[src/sv/g3r_pkg.sv]
// Shared types, constants and shaping table for the G3RUH NRZI shaped modulator.
package g3r_pkg;

  localparam int unsigned BYTE_W          = 8;
  localparam int unsigned SAMPLE_W        = 8;
  localparam int unsigned SAMPLES_PER_BIT = 8;
  localparam int unsigned BITS_PER_BYTE   = 8;
  localparam int unsigned SAMPLES_PER_BYTE = SAMPLES_PER_BIT * BITS_PER_BYTE;
  localparam int unsigned CNT_W           = $clog2(SAMPLES_PER_BYTE);
  localparam int unsigned COL_W           = $clog2(SAMPLES_PER_BIT);
  localparam int unsigned ROW_W           = 3;
  localparam int unsigned HIST_W          = 16;

  localparam logic [HIST_W-1:0] SEED_HISTORY = 16'h1000;
  localparam logic              SEED_OLD_BIT = 1'b1;
  localparam int unsigned       TAP_SHORT    = 11;
  localparam int unsigned       TAP_LONG     = 15;

  localparam logic [CNT_W-1:0] LAST_SAMPLE = CNT_W'(SAMPLES_PER_BYTE - 1);
  localparam logic [COL_W-1:0] LAST_COL    = COL_W'(SAMPLES_PER_BIT - 1);

  // Rows are selected by the last three line levels, oldest in the top bit.
  localparam logic [SAMPLE_W-1:0] SHAPE_TABLE [0:7][0:7] = '{
    '{8'd0,   8'd0,   8'd0,   8'd0,   8'd0,   8'd0,   8'd0,   8'd0  },
    '{8'd0,   8'd0,   8'd0,   8'd2,   8'd6,   8'd18,  8'd42,  8'd80 },
    '{8'd127, 8'd175, 8'd212, 8'd235, 8'd243, 8'd235, 8'd212, 8'd175},
    '{8'd128, 8'd175, 8'd213, 8'd237, 8'd249, 8'd253, 8'd255, 8'd255},
    '{8'd127, 8'd80,  8'd42,  8'd18,  8'd6,   8'd2,   8'd0,   8'd0  },
    '{8'd128, 8'd80,  8'd43,  8'd20,  8'd12,  8'd20,  8'd43,  8'd80 },
    '{8'd255, 8'd255, 8'd255, 8'd253, 8'd249, 8'd237, 8'd213, 8'd175},
    '{8'd255, 8'd255, 8'd255, 8'd255, 8'd255, 8'd255, 8'd255, 8'd255}
  };

  // Control from the sequencer to the scrambler and line coder.
  typedef struct packed {
    logic step;      // advance by one bit
    logic seed;      // reload scrambler seed before this bit
    logic data_bit;  // plain data bit
  } g3r_bit_ctrl_t;

  function automatic logic [SAMPLE_W-1:0] shape_sample(input logic [ROW_W-1:0] row,
                                                       input logic [COL_W-1:0] col);
    return SHAPE_TABLE[row][col];
  endfunction

endpackage

[src/sv/g3r_if.sv]
// Valid/ready channel interfaces for byte input and sample output.
interface g3r_in_if;
  import g3r_pkg::*;
  logic              valid;
  logic              ready;
  logic [BYTE_W-1:0] data_byte;
  logic              frame_start;
  logic              frame_last;

  modport source (output valid, output data_byte, output frame_start, output frame_last,
                  input ready);
  modport sink   (input valid, input data_byte, input frame_start, input frame_last,
                  output ready);
endinterface

interface g3r_out_if;
  import g3r_pkg::*;
  logic                valid;
  logic                ready;
  logic [SAMPLE_W-1:0] sample;
  logic                run_last;
  logic                frame_done;

  modport source (output valid, output sample, output run_last, output frame_done,
                  input ready);
  modport sink   (input valid, input sample, input run_last, input frame_done,
                  output ready);
endinterface

[src/sv/g3ruh_nrzi_shaped_modulator_top.sv]
// Top level of the G3RUH scrambled NRZI modulator with shaped DAC samples.
//
//  channel  | dir | payload                              | transaction
//  ---------+-----+--------------------------------------+-------------------------
//  in_ch    | in  | data_byte[7:0] frame_start frame_last| one byte, MSB sent first
//  out_ch   | out | sample[7:0] run_last frame_done      | one DAC sample
//
// Each byte gives 64 output transactions, one per cycle when out_ch is not
// stalled; the sample counter sets that figure. The next byte is taken in the
// cycle the 64th sample enters the output register, so bytes follow with no gap.
// Reset (rst, synchronous) loads the scrambler seed, clears the line level,
// the level history, the busy flag and the output valid.
// A stall on out_ch holds the output register and freezes the counter.
module g3ruh_nrzi_shaped_modulator_top (
  input logic     clk,
  input logic     rst,
  g3r_in_if.sink  in_ch,
  g3r_out_if.source out_ch
);
  import g3r_pkg::*;

  // Working stage: remaining bits of the byte, sample counter, frame end flag.
  logic              busy;
  logic              busy_next;
  logic [BYTE_W-1:0] shreg;
  logic [BYTE_W-1:0] shreg_next;
  logic [CNT_W-1:0]  cnt;
  logic [CNT_W-1:0]  cnt_next;
  logic              last_byte;
  logic              last_byte_next;

  // Output register.
  logic                out_valid;
  logic                out_valid_next;
  logic [SAMPLE_W-1:0] out_sample;
  logic                out_run_last;
  logic                out_frame_done;

  logic          emit;
  logic          final_sample;
  logic          accept;
  logic          bit_edge;
  logic [2:0]    level_row;
  g3r_bit_ctrl_t bit_ctrl;

  // While busy, emit a sample whenever the output register is free or being drained.
  assign emit         = busy && (!out_valid || out_ch.ready);
  assign final_sample = (cnt == LAST_SAMPLE);
  assign in_ch.ready  = !busy || (emit && final_sample);
  assign accept       = in_ch.valid && in_ch.ready;
  // Advance to the next bit after its eighth sample, except at the byte end.
  assign bit_edge     = emit && (cnt[COL_W-1:0] == LAST_COL) && !final_sample;

  always_comb begin
    bit_ctrl = '0;
    if (accept) begin
      bit_ctrl.step     = 1'b1;
      bit_ctrl.seed     = in_ch.frame_start;
      bit_ctrl.data_bit = in_ch.data_byte[BYTE_W-1];
    end else if (bit_edge) begin
      bit_ctrl.step     = 1'b1;
      bit_ctrl.data_bit = shreg[BYTE_W-1];
    end
  end

  g3r_scrambler u_scrambler (
    .clk       (clk),
    .rst       (rst),
    .ctrl      (bit_ctrl),
    .level_row (level_row)
  );

  always_comb begin
    busy_next      = busy;
    shreg_next     = shreg;
    cnt_next       = cnt;
    last_byte_next = last_byte;
    if (emit) begin
      cnt_next = cnt + 1'b1;
      if (final_sample) begin
        busy_next = 1'b0;
      end
    end
    if (bit_edge) begin
      shreg_next = {shreg[BYTE_W-2:0], 1'b0};
    end
    // Load a new byte: its first bit is already being stepped in.
    if (accept) begin
      busy_next      = 1'b1;
      shreg_next     = {in_ch.data_byte[BYTE_W-2:0], 1'b0};
      cnt_next       = '0;
      last_byte_next = in_ch.frame_last;
    end
  end

  always_comb begin
    out_valid_next = out_valid;
    if (emit) begin
      out_valid_next = 1'b1;
    end else if (out_ch.ready) begin
      out_valid_next = 1'b0;
    end
  end

  always_ff @(posedge clk) begin
    if (rst) begin
      busy      <= 1'b0;
      cnt       <= '0;
      out_valid <= 1'b0;
    end else begin
      busy      <= busy_next;
      cnt       <= cnt_next;
      out_valid <= out_valid_next;
    end
  end

  always_ff @(posedge clk) begin
    shreg     <= shreg_next;
    last_byte <= last_byte_next;
    if (emit) begin
      out_sample     <= shape_sample(level_row, cnt[COL_W-1:0]);
      out_run_last   <= final_sample;
      out_frame_done <= final_sample && last_byte;
    end
  end

  assign out_ch.valid      = out_valid;
  assign out_ch.sample     = out_sample;
  assign out_ch.run_last   = out_run_last;
  assign out_ch.frame_done = out_frame_done;

endmodule

[src/sv/g3r_scrambler.sv]
// G3RUH scrambler, NRZI line coder and three-level history for the shaping table.
module g3r_scrambler (
  input  logic                   clk,
  input  logic                   rst,
  input  g3r_pkg::g3r_bit_ctrl_t ctrl,
  output logic [2:0]             level_row
);
  import g3r_pkg::*;

  logic [HIST_W-1:0] history;
  logic [HIST_W-1:0] history_next;
  logic              old_bit;
  logic              old_bit_next;
  logic              level;
  logic              level_next;
  logic [ROW_W-1:0]  level_hist;
  logic [ROW_W-1:0]  level_hist_next;

  logic [HIST_W-1:0] hist_cur;
  logic              old_cur;
  logic              sent;

  always_comb begin
    hist_cur = ctrl.seed ? SEED_HISTORY : history;
    old_cur  = ctrl.seed ? SEED_OLD_BIT : old_bit;
    sent     = ctrl.data_bit ^ hist_cur[TAP_SHORT] ^ old_cur;

    history_next    = history;
    old_bit_next    = old_bit;
    level_next      = level;
    level_hist_next = level_hist;
    if (ctrl.step) begin
      old_bit_next    = hist_cur[TAP_LONG];
      history_next    = {hist_cur[HIST_W-2:0], sent};
      // A sent zero toggles the line level.
      level_next      = level ^ ~sent;
      level_hist_next = {level_hist[ROW_W-2:0], level ^ ~sent};
    end
  end

  always_ff @(posedge clk) begin
    if (rst) begin
      history    <= SEED_HISTORY;
      old_bit    <= SEED_OLD_BIT;
      level      <= 1'b0;
      level_hist <= '0;
    end else begin
      history    <= history_next;
      old_bit    <= old_bit_next;
      level      <= level_next;
      level_hist <= level_hist_next;
    end
  end

  assign level_row = level_hist;

endmodule

[src/flat_wrapper.sv]
// flat-port wrapper written by rule: the top's interface ports become plain ports
module g3ruh_nrzi_shaped_modulator_top_flat import g3r_pkg::*;
  (clk, rst, in_ch_valid, in_ch_data_byte, in_ch_frame_start, in_ch_frame_last, in_ch_ready, out_ch_valid, out_ch_sample, out_ch_run_last, out_ch_frame_done, out_ch_ready);
  g3r_in_if in_ch_i ();
  g3r_out_if out_ch_i ();
  input logic clk;
  input logic rst;
  input wire logic [$bits(in_ch_i.valid)-1:0] in_ch_valid;
  input wire logic [$bits(in_ch_i.data_byte)-1:0] in_ch_data_byte;
  input wire logic [$bits(in_ch_i.frame_start)-1:0] in_ch_frame_start;
  input wire logic [$bits(in_ch_i.frame_last)-1:0] in_ch_frame_last;
  output wire logic [$bits(in_ch_i.ready)-1:0] in_ch_ready;
  output wire logic [$bits(out_ch_i.valid)-1:0] out_ch_valid;
  output wire logic [$bits(out_ch_i.sample)-1:0] out_ch_sample;
  output wire logic [$bits(out_ch_i.run_last)-1:0] out_ch_run_last;
  output wire logic [$bits(out_ch_i.frame_done)-1:0] out_ch_frame_done;
  input wire logic [$bits(out_ch_i.ready)-1:0] out_ch_ready;
  assign in_ch_i.valid = in_ch_valid;
  assign in_ch_i.data_byte = in_ch_data_byte;
  assign in_ch_i.frame_start = in_ch_frame_start;
  assign in_ch_i.frame_last = in_ch_frame_last;
  assign in_ch_ready = in_ch_i.ready;
  assign out_ch_valid = out_ch_i.valid;
  assign out_ch_sample = out_ch_i.sample;
  assign out_ch_run_last = out_ch_i.run_last;
  assign out_ch_frame_done = out_ch_i.frame_done;
  assign out_ch_i.ready = out_ch_ready;
  g3ruh_nrzi_shaped_modulator_top u_core (.clk(clk), .rst(rst), .in_ch(in_ch_i), .out_ch(out_ch_i));
endmodule
[config.mk]
export PLATFORM = sky130hd
export DESIGN_NAME = g3ruh_nrzi_shaped_modulator_top_flat
export DESIGN_NICKNAME = d
export VERILOG_FILES = /design/src/sv/g3r_pkg.sv /design/src/sv/g3r_if.sv /design/src/sv/g3ruh_nrzi_shaped_modulator_top.sv /design/src/sv/g3r_scrambler.sv /design/src/flat_wrapper.sv
export SDC_FILE = /design/constraint.sdc
export NUM_CORES = 1
export LEC_CHECK = 0
export BUFFER_PORTS_ARGS = -buffer_cell sky130_fd_sc_hd__buf_2
export CAP_MARGIN = 20
export CORE_ASPECT_RATIO = 1.75
export CORE_MARGIN = 4
export CORE_UTILIZATION = 30
export CTS_CLUSTER_SIZE = 25
export DETAILED_ROUTE_END_ITERATION = 7
export GPL_TIMING_DRIVEN = 0
export SLEW_MARGIN = 10
export SYNTH_ARGS = -nofsm -noshare
export SYNTH_HDL_FRONTEND = slang
export SYNTH_SLANG_ARGS = --single-unit
[constraint.sdc]
create_clock -name clk -period 2.5 [get_ports clk]
set_clock_uncertainty 0.15 [all_clocks]
set_input_delay 0.375 -clock clk [delete_from_list [all_inputs] [get_ports clk]]
set_output_delay 0.375 -clock clk [all_outputs]
set_load 0.01 [all_outputs]
==> run_results.csv, run 1 <==
group,metric,value,unit
setup_path,reg2reg_depth,8,
floorplan,die-area,8840,sq um
grt,grt_first_pass_wirelength,6620,um
route,dr.first_iter.drc_count,81,
route,routed_wl,3820,um
floorplan,pin_count,26,
setup_path,r2r_setup_slack,0.20,ns
floorplan,row_count,41,
synthesis,netlist_top_cells_area,"dfxtp_1 25%, edfxtp_1 25%, mux2i_1 10%",
floorplan,die_h,121,um
clock_tree,clock_sinks,46,
route,ant_nets,0,
synthesis,synth-edff-count,18,
setup_path,crit_required,2.32,ns
route,wl_per_cell,11.8,um
sta,rsz0062_at_grt,"no",
synthesis,synth_area_leader_cell,"dfxtp_1",
final_layout,layout-drive-gt1-share,0.235,
sta,tightestPinTransition,0.581,ns
final_layout,syn_to_final_growth,17.2,%
setup_path,startpoint_type,"flip-flop",
clock_tree,clk_pin_slew,0.07,ns
floorplan,start_util,0.307,
clock_tree,post_cts_buffers,0,
sta,setup_violations,0,
setup_path,critPathKind,"reg2reg",
setup_path,cp_max_fo,10,
setup_path,critical_path.endpoint_type,"flip-flop",
synthesis,ys_types,38,
synthesis,syn_nets,227,
setup_path,reg2reg_from,"u_core.cnt[0]$_SDFFE_PP0P_",
grt,grt_max_degree,19,
synthesis,postSynthAreaPerCell,10.8,sq um
sta,timing.final.crit_share,0.918,
setup_path,path_cells,"ha_1, and3_4, nand2_4, o31a_4, clkinv_4, a31oi_4, buf_6, inv_1",
floorplan,core,7180,sq um
route,drc,0,
hold_path,hold_path.startpoint,"in_ch_frame_last",
sta,timing.fmax,436,MHz
clock_tree,root_buffer,"clkbuf_16",
synthesis,synth_common_cells,"28 x dfxtp_1, 28 x nor2_1, 22 x mux2i_1",
clock_tree,clock_path_buffers,2,
sta,drv_slew,0,
placed_design,place.gp.congestion,0.801,
grt,grt_pass1_vias,1511,
setup_path,crit_arrival,2.12,ns
final_layout,diodes,0,
power_and_ir_drop,powerDensity,639,nW/um^2
sta,hold_viol,0,
setup_path,max_stage_delay,0.48,ns
route,via_count,1500,
sta,relSlewSlack,0.609,
final_layout,nNetsFinal,259,
setup_path,slowest_stage,"dfxtp_1",
clock_tree,clk_latency,0.29,ns
synthesis,syn-cell-area,2210,sq um
power_and_ir_drop,ir_drop,0.358,mV
hold_path,min_to,"u_core.last_byte$_DFFE_PN_",
floorplan,fp.dieW,72.8,um
sta,setup-tns-final,0,ns
grt,grt_remaining_overflow,0,
synthesis,ys_seq_elements,46,
synthesis,syn_inst,205,
sta,finalCriticalPeriod,2.30,ns
clock_tree,htree_levels,2,
placed_design,dp_hpwl,2900,um
route,viasPerCell,4.63,
run_status,status,"completed",
clock_tree,cts-buffers-inserted,5,
run,cap_viol_max_count,0,
grt,antenna_found_initial,0,
power_and_ir_drop,p_leak,1.12,nW
final_layout,final_util,0.360,
route,first_pass_iters,6,
clock_tree,cts_tree,"built",
placed_design,port_buffers,25,
hold_path,worstHoldPathCells,1,
grt,grt_use_total,0.0961,
synthesis,postSynth.asyncResetShare,0,
synthesis,netlist.area_leader.share,0.254,
synthesis,ys_seq_area_frac,0.499,
synthesis,synth_ff_type,"dfxtp_1",
hold_path,hold_class,"in2reg",
synthesis,yosys_warnings,0,
clock_tree,cts.hold.buffers_added,0,
setup_path,rr_endpoint,"u_core.shreg[1]$_SDFFCE_PP0P_",
[what timing repair did]
item                       in CTS  in global routing
resized for setup               0                  2
setup endpoints to repair       0                  4
hold endpoints to repair        0                  0
[kinds of logic (layout without fill, tap and decap cells)]
group                    Yosys count  count (layout)  synth area share
AND/OR/NAND/NOR                   65              65             0.140
flip-flops                        46              46             0.499
multiplexers                      29              29             0.136
AO/OA/AOI/OAI                     27              27            0.0930
buffers and inverters             21              54            0.0511
XOR/XNOR                           9               9            0.0357
adder cells (fa/ha/maj)            8               8            0.0454
[per-stage QoR]
step | area (sq um) | total power, mW | worst slack, ns | hold WS (ns) | cells
after global placement | 2440 | 1.02 | 0.176 | 0.314 | 316
after CTS | 2580 | 1.67 | 0.174 | 0.103 | 324
after floorplan | 2210 | 0.970 | 0.406 | 0.295 | 205
after global routing | 2590 | 1.73 | 0.0820 | 0.108 | 324
after detailed placement | 2440 | 1.02 | 0.189 | 0.318 | 316
final | 2590 | 1.65 | 0.204 | 0.107 | 324
[how the worst max path moves through the flow]
stage | slack, ns | end | from
6_report | 0.20 | u_core.shreg[1]$_SDFFCE_PP0P_ | u_core.cnt[0]$_SDFFE_PP0P_
5_1_grt | 0.08 | u_core.shreg[1]$_SDFFCE_PP0P_ | u_core.cnt[0]$_SDFFE_PP0P_
4_1_cts | 0.17 | u_core.u_scrambler.level_row[0]$_SDFFE_PP0P_ | u_core.cnt[0]$_SDFFE_PP0P_
3_5_place_dp | 0.19 | u_core.u_scrambler.level_row[0]$_SDFFE_PP0P_ | u_core.cnt[0]$_SDFFE_PP0P_
3_3_place_gp | 0.18 | u_core.u_scrambler.level_row[0]$_SDFFE_PP0P_ | u_core.cnt[0]$_SDFFE_PP0P_
2_1_floorplan | 0.41 | u_core.shreg[2]$_DFFE_PP_ | u_core.cnt[0]$_SDFFE_PP0P_
[state kept, by name, summed over array words and instances (netlist names)]
name and count:
u_core.u_scrambler.level_row 3, u_core.out_ch.sample 8, u_core.shreg 7, u_core.last_byte 1, u_core.out_ch.valid 1, u_core.u_scrambler.history 16
u_core.busy 1, u_core.u_scrambler.old_bit 1, u_core.out_ch.frame_done 1, u_core.cnt 6, u_core.out_ch.run_last 1
[where the power goes]
part           switching, mW  internal (mW)
combinational         0.0911         0.0774
sequential            0.0162          0.816
clock                  0.283          0.370
total                  0.390           1.26
[critical path, delay by kind of cell (launching register included)]
kind	cells	cell delay (ns)
flops	1	0.48
buf+inv	3	0.46
simple gates	2	0.30
compound gates	2	0.34
fa+ha+maj	1	0.24
[layout make-up]
type,count,area [sq um]
Fill cell,736,4600
Sequential cell,46,1100
Multi-Input combinational cell,138,992
Clock buffer,5,125
Timing Repair Buffer,25,125
Tap cell,86,108
Buffer,13,78.8
Inverter,8,35.0
Clock inverter,3,21.3
[routing by layer]
layer	wire, um	global-route usage	vias to the layer above
li1	-	-	775
met1	1430	0.0877	698
met2	2170	0.186	18
met3	99	0.0199	9
met4	116	0.0554	0
met5	0	0	-
[cells in the final DEF, fill, tap and decap left out, drive strengths merged, types with 2 or more instances in the layout]
cell,instances
buf,32
nor2,28
dfxtp,28
mux2i,22
edfxtp,18
nand2,13
clkbuf,11
a21oi,8
ha,8
inv,7
nand2b,7
xor2,7
mux2,7
o21ai,6
nor3,4
nor2b,3
nand3,3
a221o,3
clkinv,3
and3,3
a211o,2
xnor2,2
and2,2
Power figures use the tool's default switching activity.
==> run 2, diff against run 1 <==
--- a/config.mk
+++ b/config.mk
@@ -13,6 +13,7 @@
 export CTS_CLUSTER_SIZE = 25
 export DETAILED_ROUTE_END_ITERATION = 7
 export GPL_TIMING_DRIVEN = 0
+export MAX_ROUTING_LAYER = met4
 export SLEW_MARGIN = 10
 export SYNTH_ARGS = -nofsm -noshare
 export SYNTH_HDL_FRONTEND = slang
==> run_results.csv, run 2 (synthesis gave the netlist of run 1 again) <==
group,metric,value,unit
run_status,status,"completed",
setup_path,rr_endpoint,"u_core.shreg[1]$_SDFFCE_PP0P_",
floorplan,start_util,0.307,
clock_tree,htree_levels,2,
placed_design,place_ws,0.189,ns
setup_path,r2r_setup_slack,0.20,ns
sta,hold_ws,0.107,ns
grt,grt_use_total,0.0987,
floorplan,row_count,41,
floorplan,die-area,8840,sq um
final_layout,final_cell_mix,"28 x nor2_1, 28 x dfxtp_1, 27 x buf_2",
sta,setup_violations,0,
clock_tree,cts_tree,"built",
route,viasPerCell,4.61,
sta,finalCriticalPeriod,2.30,ns
setup_path,path_cells,"ha_1, and3_4, nand2_4, o31a_4, clkinv_4, a31oi_4, buf_6, inv_1",
grt,grt_max_degree,19,
clock_tree,root_buffer,"clkbuf_16",
run,cap_viol_max_count,0,
route,via_count,1494,
clock_tree,clk_latency,0.29,ns
setup_path,cp_max_fo,10,
setup_path,slowest_stage,"dfxtp_1",
floorplan,fp.dieW,72.8,um
placed_design,place.gp.congestion,0.813,
hold_path,hold_class,"in2reg",
floorplan,die_h,121,um
route,dr.first_iter.drc_count,90,
floorplan,core,7180,sq um
setup_path,critical_path.endpoint_type,"flip-flop",
clock_tree,cts.hold.buffers_added,0,
power_and_ir_drop,powerDensity,640,nW/um^2
final_layout,layout-drive-gt1-share,0.235,
floorplan,pin_count,26,
power_and_ir_drop,ir_drop,0.358,mV
sta,relSlewSlack,0.612,
final_layout,top_register,"u_core.u_scrambler.history",
power_and_ir_drop,totalPowerFinal,1.65,mW
setup_path,startpoint_type,"flip-flop",
placed_design,placed_area,2440,sq um
sta,setup_slack,0.201,ns
final_layout,syn_to_final_growth,17.2,%
final_layout,largest_register_ffs,16,
sta,tightestPinTransition,0.576,ns
clock_tree,clock_path_buffers,2,
hold_path,hold_path.startpoint,"in_ch_frame_last",
sta,drv_slew,0,
setup_path,crit_required,2.32,ns
setup_path,crit_arrival,2.12,ns
grt,grt_first_pass_wirelength,6600,um
grt,grt_pass1_vias,1506,
final_layout,postLayoutCellArea,2590,sq um
clock_tree,clock_sinks,46,
hold_path,worstHoldPathCells,1,
grt,antenna_found_initial,0,
setup_path,critPathKind,"reg2reg",
power_and_ir_drop,p_leak,1.12,nW
clock_tree,cts-buffers-inserted,5,
sta,setup-tns-final,0,ns
hold_path,min_to,"u_core.last_byte$_DFFE_PN_",
route,drc,0,
route,ant_nets,0,
grt,grt_remaining_overflow,0,
route,routed_wl,3820,um
final_layout,diodes,0,
sta,rsz0062_at_grt,"no",
final_layout,fillers,736,
placed_design,port_buffers,25,
sta,hold_viol,0,
setup_path,max_stage_delay,0.48,ns
sta,timing.fmax,435,MHz
placed_design,dp_hpwl,2900,um
route,first_pass_iters,6,
clock_tree,clk_pin_slew,0.07,ns
route,wl_per_cell,11.8,um
sta,timing.final.crit_share,0.919,
final_layout,nNetsFinal,259,
setup_path,reg2reg_depth,8,
setup_path,reg2reg_from,"u_core.cnt[0]$_SDFFE_PP0P_",
## run 2: cell counts in the layout (fill, tap and decap cells not counted)
No cell type changed its count.
## run 2: power by group
group	switching, mW	internal [mW]	leakage (nW)
sequential	0.0163	0.816	0.401
clock	0.283	0.370	0.0698
combinational	0.0909	0.0774	0.645
## run 2: worst max-delay path: cells and delay by family (launching register included)
kind,cells,cell delay [ns]
AOI/OAI and AO/OA,2,0.34
adders and majority gates,1,0.24
buffers and inverters,3,0.46
DFF,1,0.48
and+or+nand+nor,2,0.30
## run 2: final cells by class
cell class / instances / area, sq um / area share
Timing Repair Buffer: 25 / 125 / 0.0484
Inverter: 8 / 35.0 / 0.0135
Clock inverter: 3 / 21.3 / 0.00822
Tap cell: 86 / 108 / 0.0416
Sequential cell: 46 / 1100 / 0.426
Multi-Input combinational cell: 138 / 992 / 0.384
Clock buffer: 5 / 125 / 0.0484
Buffer: 13 / 78.8 / 0.0305
## run 2: worst max path at each step
stage	to	start	slack (ns)	cells past startpoint
2_1_floorplan	u_core.shreg[2]$_DFFE_PP_	u_core.cnt[0]$_SDFFE_PP0P_	0.41	7
3_3_place_gp	u_core.u_scrambler.level_row[0]$_SDFFE_PP0P_	u_core.cnt[0]$_SDFFE_PP0P_	0.18	6
3_5_place_dp	u_core.u_scrambler.level_row[0]$_SDFFE_PP0P_	u_core.cnt[0]$_SDFFE_PP0P_	0.19	6
4_1_cts	u_core.u_scrambler.level_row[0]$_SDFFE_PP0P_	u_core.cnt[0]$_SDFFE_PP0P_	0.17	6
5_1_grt	u_core.shreg[1]$_SDFFCE_PP0P_	u_core.cnt[0]$_SDFFE_PP0P_	0.08	8
6_report	u_core.shreg[1]$_SDFFCE_PP0P_	u_core.cnt[0]$_SDFFE_PP0P_	0.20	8
## run 2: per-layer routing
metal | GRT usage | routed length [um] | vias to the layer above
li1 | - | - | 775
met1 | 0.0872 | 1410 | 692
met2 | 0.186 | 2190 | 18
met3 | 0.0199 | 103 | 9
met4 | 0.0554 | 114 | 0
met5 | - | 0 | -
## run 2: through the flow
step / utilization / cells
global placement: 0.340 / 316
detailed placement: 0.340 / 316
global route: 0.360 / 324
finish: 0.360 / 324
CTS: 0.360 / 324
floorplan: - / 205
## run 2: timing repair
action	CTS	global route
resized for setup	0	2
setup buffers	0	0
endpoints found under the setup margin	0	4
==> run 3, diff against run 2 <==
--- a/config.mk
+++ b/config.mk
@@ -14,6 +14,7 @@
 export DETAILED_ROUTE_END_ITERATION = 7
 export GPL_TIMING_DRIVEN = 0
 export MAX_ROUTING_LAYER = met4
+export RECOVER_POWER = 25
 export SLEW_MARGIN = 10
 export SYNTH_ARGS = -nofsm -noshare
 export SYNTH_HDL_FRONTEND = slang
==> run_results.csv, run 3 (synthesis gave the netlist of run 1 again) <==
group,metric,value,unit
placed_design,port_buffers,25,
setup_path,crit_family,"flip-flops",
power_and_ir_drop,p_int,1.26,mW
setup_path,reg2reg_depth,8,
sta,hold_viol,0,
sta,drv_slew,0,
route,first_pass_iters,6,
route,routed_wl,3830,um
floorplan,core,7180,sq um
power_and_ir_drop,seq_power_share,0.504,
final_layout,layout-drive-gt1-share,0.189,
hold_path,min_to,"u_core.last_byte$_DFFE_PN_",
clock_tree,clock_sinks,46,
clock_tree,clock_path_buffers,2,
power_and_ir_drop,p_comb_frac,0.100,
sta,setup_violations,0,
clock_tree,cts_tree,"built",
clock_tree,root_buffer,"clkbuf_16",
setup_path,r2r_setup_slack,0.20,ns
final_layout,fillers,742,
sta,finalCriticalPeriod,2.30,ns
grt,antenna_found_initial,0,
floorplan,row_count,41,
setup_path,crit_required,2.32,ns
sta,hold_ws,0.107,ns
placed_design,dp_hpwl,2900,um
floorplan,die-area,8840,sq um
final_layout,register_area,1100,sq um
clock_tree,post_cts_buffers,0,
grt,grt_max_degree,19,
sta,timing.fmax,435,MHz
placed_design,place.gp.congestion,0.813,
final_layout,largest_register_ffs,16,
setup_path,critPathKind,"reg2reg",
clock_tree,htree_levels,2,
grt,grt_pass1_vias,1506,
setup_path,critical_path.endpoint_type,"flip-flop",
route,ant_nets,0,
setup_path,cp_max_fo,10,
hold_path,hold_class,"in2reg",
final_layout,nNetsFinal,259,
grt,grt_use_total,0.0987,
final_layout,multi_input_area,992,sq um
setup_path,crit_arrival,2.12,ns
setup_path,slowest_stage,"dfxtp_1",
final_layout,final_cell_mix,"28 x nor2_1, 28 x dfxtp_1, 22 x mux2i_1",
placed_design,placed_area,2440,sq um
final_layout,top_register,"u_core.u_scrambler.history",
sta,timing.final.crit_share,0.919,
power_and_ir_drop,sw_frac_of_total,0.237,
sta,tightestPinTransition,0.576,ns
setup_path,path_buf_inv,3,
grt,grt_first_pass_wirelength,6600,um
setup_path,max_stage_delay,0.48,ns
grt,grt_remaining_overflow,0,
power_and_ir_drop,totalPowerFinal,1.65,mW
route,viasPerCell,4.60,
setup_path,rr_endpoint,"u_core.shreg[1]$_SDFFCE_PP0P_",
floorplan,fp.dieW,72.8,um
clock_tree,cts-buffers-inserted,5,
clock_tree,clk_latency,0.29,ns
final_layout,syn_to_final_growth,16.6,%
route,drc,0,
setup_path,path_cells,"ha_1, and3_4, nand2_4, o31a_4, clkinv_4, a31oi_4, buf_6, inv_1",
route,via_count,1492,
placed_design,place_ws,0.189,ns
run,cap_viol_max_count,0,
hold_path,worstHoldPathCells,1,
route,dr.first_iter.drc_count,90,
sta,relSlewSlack,0.612,
power_and_ir_drop,powerDensity,642,nW/um^2
floorplan,pin_count,26,
route,wl_per_cell,11.8,um
final_layout,postLayoutCellArea,2570,sq um
sta,rsz0062_at_grt,"no",
power_and_ir_drop,ir_drop,0.358,mV
power_and_ir_drop,p_leak,1.08,nW
sta,setup-tns-final,0,ns
run_status,status,"completed",
final_layout,diodes,0,
floorplan,die_h,121,um
sta,setup_slack,0.201,ns
hold_path,hold_path.startpoint,"in_ch_frame_last",
setup_path,reg2reg_from,"u_core.cnt[0]$_SDFFE_PP0P_",
setup_path,startpoint_type,"flip-flop",
clock_tree,clk_pin_slew,0.07,ns
power_and_ir_drop,p_sw,391,uW
power_and_ir_drop,p_clk_frac,0.396,
floorplan,start_util,0.307,
[run 3: worst max path at each step]
| stage | startpoint | end | slack, ns | cells past startpoint |
|---|---|---|---|---|
| 2_1_floorplan | u_core.cnt[0]$_SDFFE_PP0P_ | u_core.shreg[2]$_DFFE_PP_ | 0.41 | 7 |
| 3_3_place_gp | u_core.cnt[0]$_SDFFE_PP0P_ | u_core.u_scrambler.level_row[0]$_SDFFE_PP0P_ | 0.18 | 6 |
| 3_5_place_dp | u_core.cnt[0]$_SDFFE_PP0P_ | u_core.u_scrambler.level_row[0]$_SDFFE_PP0P_ | 0.19 | 6 |
| 4_1_cts | u_core.cnt[0]$_SDFFE_PP0P_ | u_core.u_scrambler.level_row[0]$_SDFFE_PP0P_ | 0.17 | 6 |
| 5_1_grt | u_core.cnt[0]$_SDFFE_PP0P_ | u_core.shreg[1]$_SDFFCE_PP0P_ | 0.08 | 8 |
| 6_report | u_core.cnt[0]$_SDFFE_PP0P_ | u_core.shreg[1]$_SDFFCE_PP0P_ | 0.20 | 8 |
[run 3: cell type report]
cell class | instances | share of cell area
sequential | 46 | 0.428
multi-input combinational | 138 | 0.386
clock buffer | 5 | 0.0486
timing repair buffer | 25 | 0.0433
tap | 86 | 0.0418
buffer | 13 | 0.0306
inverter | 8 | 0.0136
clock inverter | 3 | 0.00827
[run 3: layer usage]
layer | up-vias | wire, um | GRT usage
met2 | 18 | 2190 | 0.186
met5 | - | 0 | -
li1 | 775 | - | -
met3 | 9 | 109 | 0.0199
met4 | 0 | 114 | 0.0554
met1 | 690 | 1420 | 0.0872
[run 3: power groups by stage]
stage	Clock (mW)	Sequential [mW]	Combinational, mW
global route	0.702	0.836	0.188
finish	0.653	0.833	0.165
global placement	0	0.849	0.168
detailed placement	0	0.849	0.171
floorplan	0	0.852	0.118
CTS	0.667	0.833	0.172
[run 3: what timing repair did]
| item | in CTS | in global routing |
|---|---|---|
| hold buffers | 0 | 0 |
| gates resized for setup | 0 | 2 |
| endpoints found under the setup margin | 0 | 4 |
[run 3: per-stage QoR]
step | instances | utilization
detailed placement | 316 | 0.340
finish | 324 | 0.358
CTS | 324 | 0.360
global placement | 316 | 0.340
global route | 324 | 0.358
floorplan | 205 | -
